[config.mk]
export PLATFORM = sky130hd
export DESIGN_NAME = rgb_led_blink_controller_top
export DESIGN_NICKNAME = d
export VERILOG_FILES = /design/src/rtl/core/rlbc_pkg.sv /design/src/rtl/core/rgb_led_blink_controller_top.sv
export SDC_FILE = /design/constraint.sdc
export NUM_CORES = 1
export LEC_CHECK = 0
export BUFFER_PORTS_ARGS = -buffer_cell sky130_fd_sc_hd__buf_2
export CAP_MARGIN = 20
export CELL_PAD_IN_SITES_DETAIL_PLACEMENT = 0
export CELL_PAD_IN_SITES_GLOBAL_PLACEMENT = 1
export CORE_UTILIZATION = 38
export DETAILED_ROUTE_END_ITERATION = 7
export PLACE_DENSITY = 0.78
export SYNTH_ARGS = -nofsm -noshare
export SYNTH_HDL_FRONTEND = slang
export SYNTH_SLANG_ARGS = --single-unit
[constraint.sdc]
create_clock -name clock -period 2.8 [get_ports clock]
set_clock_uncertainty 0.05 [all_clocks]
set_input_delay 0.84 -clock clock [delete_from_list [all_inputs] [get_ports clock]]
set_output_delay 0.84 -clock clock [all_outputs]
set_load 0.02 [all_outputs]
[src/rtl/core/rlbc_pkg.sv]
// Package for the RGB LED blink controller: operation, colour and phase codes, colour table.
package rlbc_pkg;

   // operation codes
   localparam logic [1:0] OP_TICK   = 2'd0;
   localparam logic [1:0] OP_FLASH  = 2'd1;
   localparam logic [1:0] OP_STEADY = 2'd2;
   localparam logic [1:0] OP_TIMED  = 2'd3;

   // colour codes
   localparam logic [2:0] COLOR_BLACK     = 3'd0;
   localparam logic [2:0] COLOR_WHITE     = 3'd1;
   localparam logic [2:0] COLOR_GREEN     = 3'd2;
   localparam logic [2:0] COLOR_BLUE      = 3'd3;
   localparam logic [2:0] COLOR_PURPLE    = 3'd4;
   localparam logic [2:0] COLOR_RED       = 3'd5;
   localparam logic [2:0] COLOR_NONE      = 3'd6;
   localparam logic [2:0] COLOR_NO_CHANGE = 3'd7;

   // phase codes
   localparam logic [1:0] PHASE_LIT      = 2'd0;
   localparam logic [1:0] PHASE_DARK     = 2'd1;
   localparam logic [1:0] PHASE_ONE_SHOT = 2'd2;

   // drive bits: bit 2 red, bit 1 green, bit 0 blue
   typedef logic [2:0] drive_type;

   // Map a colour onto the LED drive; none and no change keep the present drive.
   function automatic drive_type show_color(input logic [2:0] c, input drive_type cur);
      drive_type d;
      case (c)
         COLOR_BLACK:  d = 3'b000;
         COLOR_WHITE:  d = 3'b111;
         COLOR_GREEN:  d = 3'b010;
         COLOR_BLUE:   d = 3'b001;
         COLOR_PURPLE: d = 3'b101;
         COLOR_RED:    d = 3'b100;
         default:      d = cur;
      endcase
      return d;
   endfunction

endpackage

[src/rtl/core/rgb_led_blink_controller_top.sv]
// Top level of the RGB LED blink controller: command/tick decode, pattern timer, result register.
//
// Each transfer on the req_ channel is either a tick or a command and yields exactly one
// result on the rsp_ channel carrying the LED drive and the running flag after that item.
// An item is processed in the cycle it is accepted: the pattern state and the result
// register both load at that edge, so one item per cycle is sustained. req_ready is high
// whenever the result register is empty or its result is being taken in the same cycle;
// the single result register is the only thing that can hold the input back.
module rgb_led_blink_controller_top (
   input  logic        clock,
   input  logic        reset,
   input  logic        req_valid,
   output logic        req_ready,
   input  logic [1:0]  req_operation,
   input  logic [2:0]  req_color,
   input  logic [15:0] req_on_ticks,
   input  logic [15:0] req_off_ticks,
   input  logic [7:0]  req_blink_count,
   input  logic [15:0] req_level_or_time,
   output logic        rsp_valid,
   input  logic        rsp_ready,
   output logic        rsp_red,
   output logic        rsp_green,
   output logic        rsp_blue,
   output logic        rsp_running
);

   // pattern state
   rlbc_pkg::drive_type led_drive_ff, led_drive_in;
   logic [1:0]          phase_ff, phase_in;
   logic                active_ff, active_in;
   logic [15:0]         ticks_left_ff, ticks_left_in;
   logic [15:0]         lit_ticks_ff, lit_ticks_in;
   logic [15:0]         dark_ticks_ff, dark_ticks_in;
   logic [2:0]          pattern_color_ff, pattern_color_in;
   logic [7:0]          blink_limit_ff, blink_limit_in;
   logic [8:0]          expiries_ff, expiries_in;

   // result register
   logic                rsp_valid_ff, rsp_valid_in;
   rlbc_pkg::drive_type rsp_drive_ff;
   logic                rsp_running_ff;

   logic                req_xfer;
   logic [8:0]          expiry_count;
   logic [8:0]          expiry_limit;

   assign req_ready = !rsp_valid_ff || rsp_ready;
   assign req_xfer  = req_valid && req_ready;

   assign expiry_count = expiries_ff + 9'd1;
   assign expiry_limit = {blink_limit_ff, 1'b0};

   // Work out the next pattern state for the item at the input
   always_comb begin
      led_drive_in     = led_drive_ff;
      phase_in         = phase_ff;
      active_in        = active_ff;
      ticks_left_in    = ticks_left_ff;
      lit_ticks_in     = lit_ticks_ff;
      dark_ticks_in    = dark_ticks_ff;
      pattern_color_in = pattern_color_ff;
      blink_limit_in   = blink_limit_ff;
      expiries_in      = expiries_ff;

      if (req_operation == rlbc_pkg::OP_TICK) begin
         if (active_ff) begin
            if (ticks_left_ff > 16'd1) begin
               ticks_left_in = ticks_left_ff - 16'd1;
            end else if (blink_limit_ff != 8'd0 && expiry_count == expiry_limit) begin
               // counted pattern finished: end dark
               expiries_in  = 9'd0;
               led_drive_in = 3'b000;
               active_in    = 1'b0;
            end else begin
               if (blink_limit_ff != 8'd0) begin
                  expiries_in = expiry_count;
               end
               case (phase_ff)
                  rlbc_pkg::PHASE_LIT: begin
                     led_drive_in  = 3'b000;
                     phase_in      = rlbc_pkg::PHASE_DARK;
                     ticks_left_in = dark_ticks_ff;
                  end
                  rlbc_pkg::PHASE_DARK: begin
                     led_drive_in  = rlbc_pkg::show_color(pattern_color_ff, led_drive_ff);
                     phase_in      = rlbc_pkg::PHASE_LIT;
                     ticks_left_in = lit_ticks_ff;
                  end
                  default: begin
                     // one-shot (and the unused phase code) goes dark and stops
                     led_drive_in = 3'b000;
                     active_in    = 1'b0;
                  end
               endcase
            end
         end
      end else if (req_color != rlbc_pkg::COLOR_NONE) begin
         expiries_in = 9'd0;
         case (req_operation)
            rlbc_pkg::OP_FLASH: begin
               blink_limit_in   = req_blink_count;
               pattern_color_in = req_color;
               lit_ticks_in     = req_on_ticks;
               dark_ticks_in    = req_off_ticks;
               phase_in         = rlbc_pkg::PHASE_LIT;
               led_drive_in     = rlbc_pkg::show_color(req_color, led_drive_ff);
               active_in        = 1'b1;
               ticks_left_in    = req_on_ticks;
            end
            rlbc_pkg::OP_STEADY: begin
               active_in    = 1'b0;
               led_drive_in = rlbc_pkg::show_color(
                  (req_level_or_time == 16'd0) ? rlbc_pkg::COLOR_BLACK : req_color,
                  led_drive_ff);
            end
            default: begin
               // timed on
               led_drive_in  = rlbc_pkg::show_color(req_color, led_drive_ff);
               phase_in      = rlbc_pkg::PHASE_ONE_SHOT;
               active_in     = 1'b1;
               ticks_left_in = req_level_or_time;
            end
         endcase
      end
   end

   // Advance the pattern state on each input transfer
   always_ff @(posedge clock) begin
      if (reset) begin
         led_drive_ff     <= 3'b000;
         phase_ff         <= rlbc_pkg::PHASE_LIT;
         active_ff        <= 1'b0;
         ticks_left_ff    <= 16'd0;
         lit_ticks_ff     <= 16'd0;
         dark_ticks_ff    <= 16'd0;
         pattern_color_ff <= rlbc_pkg::COLOR_BLACK;
         blink_limit_ff   <= 8'd0;
         expiries_ff      <= 9'd0;
      end else if (req_xfer) begin
         led_drive_ff     <= led_drive_in;
         phase_ff         <= phase_in;
         active_ff        <= active_in;
         ticks_left_ff    <= ticks_left_in;
         lit_ticks_ff     <= lit_ticks_in;
         dark_ticks_ff    <= dark_ticks_in;
         pattern_color_ff <= pattern_color_in;
         blink_limit_ff   <= blink_limit_in;
         expiries_ff      <= expiries_in;
      end
   end

   // Hold the result until it is taken; load a new one on each input transfer
   assign rsp_valid_in = req_xfer || (rsp_valid_ff && !rsp_ready);

   always_ff @(posedge clock) begin
      if (reset) begin
         rsp_valid_ff <= 1'b0;
      end else begin
         rsp_valid_ff <= rsp_valid_in;
      end
   end

   always_ff @(posedge clock) begin
      if (req_xfer) begin
         rsp_drive_ff   <= led_drive_in;
         rsp_running_ff <= active_in;
      end
   end

   assign rsp_valid   = rsp_valid_ff;
   assign rsp_red     = rsp_drive_ff[2];
   assign rsp_green   = rsp_drive_ff[1];
   assign rsp_blue    = rsp_drive_ff[0];
   assign rsp_running = rsp_running_ff;

endmodule

==> impl.org <==
** Run status
- Run status :: complete, no violations

** Global routing
- Final global-route overflow total :: 0
- Largest net degree at the start of global routing :: between 50 and 60
- Total routing usage reported by global routing :: 0.243
- The first global-routing pass estimated between 20000 and 25000 um of wire.
- Initial antenna violation count :: 1
- The number of global-route vias before repair came to 4710.

** Finish
- In the final design database the tool counted ~780 nets.
- Growth of design area from synthesis to finish :: 21.3%
- Util after Layout :: 0.473
- Fill cell instance count of the final layout :: approximately 1300
- In the final layout, the share of cells above drive strength 1 is 0.212.

** Timing
- For the pin with the worst max-slew slack, the measured transition is 0.680 ns.
- Based on the critical path, the design can be clocked at up to approximately 380 MHz.
- RSZ-0062 raised after global routing :: no
- The number of hold-slack violations in the final timing report is 0.
- Dividing the final minimum period by the clock period gives 0.952.
- Setup violations remaining at the end of the flow were counted as 0.
- Final setup TNS :: 0 ns
- Worst slew margin relative to its limit :: 0.547
- Minimum clock period :: between 2 and 3 ns
- Slew Viols, Final :: 0

** Hold path
- The min-delay analysis places its worst path in the category reg2reg.
- The worst hold path passes through 2 cells.

** Drt
- Overall routed net length :: about 15000 um
- In the final routed layout, each cell accounts on average for about 17 um.
- Detailed-route via count :: 4811
- Via/cell ratio :: approximately 5.6
- Antenna-violating nets left :: 0
- The first routing iteration left between 200 and 300 violations.
- The first detailed-routing pass ran for 4 iterations.
- Residual DRC count :: 0

** Power
- Worst IR drop on VDD :: 0.349 mV
- PwrDens :: about 540 mW/mm^2
- Leakage power :: around 2.2 nW

** Place
- Half-perimeter wire length of the detailed placement result :: 11000 um
- Count of input and output buffers :: 70
- Placer Congestion :: approximately 0.96

** Setup path
- The worst setup path is of the reg2reg kind.
- Worst R2R End :: rsp_running$_DFFE_PP_
- The worst register-to-register path begins at expiries_ff[2]$_SDFFE_PP0P_.
- For the worst flop-to-flop path, the logic depth is 7.
- Critical path required time :: 2.84 ns
- Maximum net fanout on the critical path :: 10
- The setup check on the worst reg-to-reg path leaves a slack of between 0.1 and 0.15 ns.
- Worst Setup SP :: expiries_ff[2]$_SDFFE_PP0P_
- Critical path destination :: rsp_running$_DFFE_PP_
- STA classifies the critical path endpoint as a flop.
- Data on the critical path arrives at its endpoint at ~2.7 ns.
- Critical path startpoint category :: flop

** Floorplanning
- The floorplan step defined a die boundary enclosing about 0.013 mm^2.
- Core ar. :: 0.0120 mm^2
- During I/O placement, the number of pins put on the boundary was 71.
- The initial utilization of the core area, before any placement, comes to 0.389.
- The die is approximately 110 um tall.
- The initialized floorplan defines 40 standard-cell rows.
- The die is 113 um wide.

** Clock tree
- Number of buffers inserted to repair setup after CTS :: 0
- Clock insertion delay at the later pin of the skew report :: ~0.35 ns
- In this run, post-CTS repair resized a total of 0 instances.
- TritonCTS clock tree :: done
- The longest clock path from root to sink contains 2 buffers.
- The H-tree was split into 3 levels.
- Clock transition at the register clock pins on the worst setup and hold paths after CTS :: approximately 0.060 ns
- In this run, post-CTS hold repair placed 0 buffers.
- Clock buffer count from CTS :: 9
- The root buffer cell chosen for the clock tree is sky130_fd_sc_hd__clkbuf_16.
- The clock drives 79 sinks.

** Logic synthesis
- Register bit total from synthesis :: 79
- The Yosys step of the flow raised 0 warnings.
- After synthesis, the cell types taking the most area are sky130_fd_sc_hd__dfxtp_1, sky130_fd_sc_hd__nand2_1, sky130_fd_sc_hd__a21oi_1.
- Post-synthesis instance area :: roughly 0.0047 mm^2
- The number of nets handed over by synthesis was between 600 and 700.
- Sequential fraction of the synthesis area :: 0.347
- Synth cell types :: 65
- Yosys mapped a number of flops with a built-in enable equal to 4.
- Main synth FF type :: sky130_fd_sc_hd__dfxtp_1
- Ys async rst share :: 0
- Count of mapped cells out of synthesis :: roughly 630
- Area leader, netlist :: sky130_fd_sc_hd__dfxtp_1
- Per-instance average area after synthesis :: about 7.4 um^2
- Post-synth top area share :: 0.321

** Flow run
- Max-cap violations in this run came to 0.
-- report_power, final --
| group | leakage (nW) | internal, mW | switching (mW) |
|---|---|---|---|
| Sequential | 0.649 | 1.18 | 0.0392 |
| Clock | 0.133 | 0.633 | 0.512 |
| Combinational | 1.44 | 0.291 | 0.391 |
-- worst min-delay path by stage --
stage / from / slack, ns / end
after detailed placement: dark_ticks_ff[9]$_SDFFE_PP0P_ / 0.40 / dark_ticks_ff[9]$_SDFFE_PP0P_
after global placement: lit_ticks_ff[1]$_SDFFE_PP0P_ / 0.39 / lit_ticks_ff[1]$_SDFFE_PP0P_
after floorplan: dark_ticks_ff[14]$_SDFFE_PP0P_ / 0.39 / dark_ticks_ff[14]$_SDFFE_PP0P_
after CTS: lit_ticks_ff[1]$_SDFFE_PP0P_ / 0.41 / lit_ticks_ff[1]$_SDFFE_PP0P_
final: lit_ticks_ff[1]$_SDFFE_PP0P_ / 0.40 / lit_ticks_ff[1]$_SDFFE_PP0P_
after global routing: lit_ticks_ff[0]$_SDFFE_PP0P_ / 0.43 / lit_ticks_ff[0]$_SDFFE_PP0P_
-- per-stage QoR --
stage / worst slack (ns) / cells / total power, mW / hold WS [ns] / cell area (um^2)
after floorplan: 0.0185 / 629 / 1.66 / 0.386 / 4680
after global placement: 0.107 / 847 / 1.90 / 0.391 / 5380
after detailed placement: 0.0829 / 847 / 1.91 / 0.397 / 5380
after CTS: 0.0966 / 863 / 3.05 / 0.407 / 5660
after global routing: 0.00141 / 863 / 3.19 / 0.428 / 5670
final: 0.136 / 864 / 3.05 / 0.404 / 5680
-- critical path: stages (launching register included) --
cell	delay, ns
sky130_fd_sc_hd__dfxtp_1	0.53
sky130_fd_sc_hd__nand3_2	0.13
sky130_fd_sc_hd__nor3_2	0.23
sky130_fd_sc_hd__xnor2_1	0.10
sky130_fd_sc_hd__or4_1	0.53
sky130_fd_sc_hd__or3b_1	0.44
sky130_fd_sc_hd__o21ai_0	0.29
sky130_fd_sc_hd__inv_1	0.09
-- metal layers --
layer	up-vias	GRT usage	wire length, um
li1	2398	-	-
met1	2278	0.307	6730
met2	111	0.407	6990
met3	24	0.0573	591
met4	0	0.0833	358
met5	-	0	0
-- final cells by class --
cell class                      instances  area (um^2)  area share
Multi-Input combinational cell        493         2810       0.495
Sequential cell                        79         1620       0.286
Timing Repair Buffer                  114          718       0.127
Clock buffer                           11          243      0.0428
Tap cell                              147          184      0.0324
Inverter                               14         52.6     0.00926
Clock inverter                          5         41.3     0.00728
Antenna cell                            1         2.50    0.000441
-- registers in the layout, indices dropped and copies added, names as in the netlist --
name	flops
dark_ticks_ff	16
rsp_valid	1
pattern_color_ff	3
active_ff	1
ticks_left_ff	16
blink_limit_ff	8
rsp_drive_ff	3
lit_ticks_ff	16
expiries_ff	9
phase_ff	2
rsp_running	1
led_drive_ff	3
-- Yosys cell counts, types with 3 or more instances --
cell,instances
sky130_fd_sc_hd__o211ai_1,6
sky130_fd_sc_hd__o21ai_0,17
sky130_fd_sc_hd__a211oi_1,11
sky130_fd_sc_hd__nand4_1,7
sky130_fd_sc_hd__a32oi_1,4
sky130_fd_sc_hd__nor4_1,10
sky130_fd_sc_hd__edfxtp_1,4
sky130_fd_sc_hd__clkbuf_1,32
sky130_fd_sc_hd__mux2i_1,6
sky130_fd_sc_hd__nor2b_1,16
sky130_fd_sc_hd__a31oi_1,3
sky130_fd_sc_hd__a311oi_1,6
sky130_fd_sc_hd__xor2_1,10
sky130_fd_sc_hd__or2_2,3
sky130_fd_sc_hd__a21oi_1,70
sky130_fd_sc_hd__ha_1,3
sky130_fd_sc_hd__o21a_1,3
sky130_fd_sc_hd__nand3b_1,13
sky130_fd_sc_hd__a22oi_1,3
sky130_fd_sc_hd__nor3_1,14
sky130_fd_sc_hd__o22ai_1,4
sky130_fd_sc_hd__nand3_1,13
sky130_fd_sc_hd__o41ai_1,8
sky130_fd_sc_hd__buf_2,4
sky130_fd_sc_hd__or4_1,6
sky130_fd_sc_hd__a21o_1,4
sky130_fd_sc_hd__buf_6,5
sky130_fd_sc_hd__nand2b_1,8
sky130_fd_sc_hd__and3_1,4
sky130_fd_sc_hd__dfxtp_1,75
sky130_fd_sc_hd__inv_1,14
sky130_fd_sc_hd__xnor2_1,10
sky130_fd_sc_hd__nand2_1,157
sky130_fd_sc_hd__or3_1,3
sky130_fd_sc_hd__nor2_1,32
-- kinds of logic (layout without fill, tap and decap cells) --
| logic type | count (synthesis) | in the layout | share of synthesized area |
|---|---|---|---|
| and+or+nand+nor | 304 | 304 | 0.316 |
| AOI/OAI and AO/OA | 158 | 158 | 0.219 |
| DFF | 79 | 79 | 0.347 |
| buffers and inverters | 57 | 144 | 0.0559 |
| xor gates and xnor gates | 20 | 20 | 0.0375 |
| muxes | 8 | 8 | 0.0177 |
| adders and majority gates | 3 | 3 | 0.00803 |
| other | 0 | 1 | 0 |
-- placed cells by master (no fill, tap or decap), types with 4 or more instances in the layout --
master,n
sky130_fd_sc_hd__nand2_1,157
sky130_fd_sc_hd__dfxtp_1,74
sky130_fd_sc_hd__a21oi_1,70
sky130_fd_sc_hd__buf_2,70
sky130_fd_sc_hd__buf_4,41
sky130_fd_sc_hd__nor2_1,30
sky130_fd_sc_hd__o21ai_0,17
sky130_fd_sc_hd__nor2b_1,16
sky130_fd_sc_hd__inv_1,14
sky130_fd_sc_hd__nor3_1,13
sky130_fd_sc_hd__nand3_1,13
sky130_fd_sc_hd__nand3b_1,13
sky130_fd_sc_hd__a211oi_1,11
sky130_fd_sc_hd__nor4_1,10
sky130_fd_sc_hd__xor2_1,10
sky130_fd_sc_hd__xnor2_1,10
sky130_fd_sc_hd__clkbuf_16,9
sky130_fd_sc_hd__nand2b_1,8
sky130_fd_sc_hd__o41ai_1,8
sky130_fd_sc_hd__nand4_1,7
sky130_fd_sc_hd__o211ai_1,6
sky130_fd_sc_hd__a311oi_1,6
sky130_fd_sc_hd__mux2i_1,6
sky130_fd_sc_hd__or4_4,4
sky130_fd_sc_hd__a21o_1,4
sky130_fd_sc_hd__and3_1,4
sky130_fd_sc_hd__or4_1,4
sky130_fd_sc_hd__a32oi_1,4
sky130_fd_sc_hd__o22ai_1,4
sky130_fd_sc_hd__edfxtp_1,4
No activity file was read; power rests on OpenSTA's default activity.
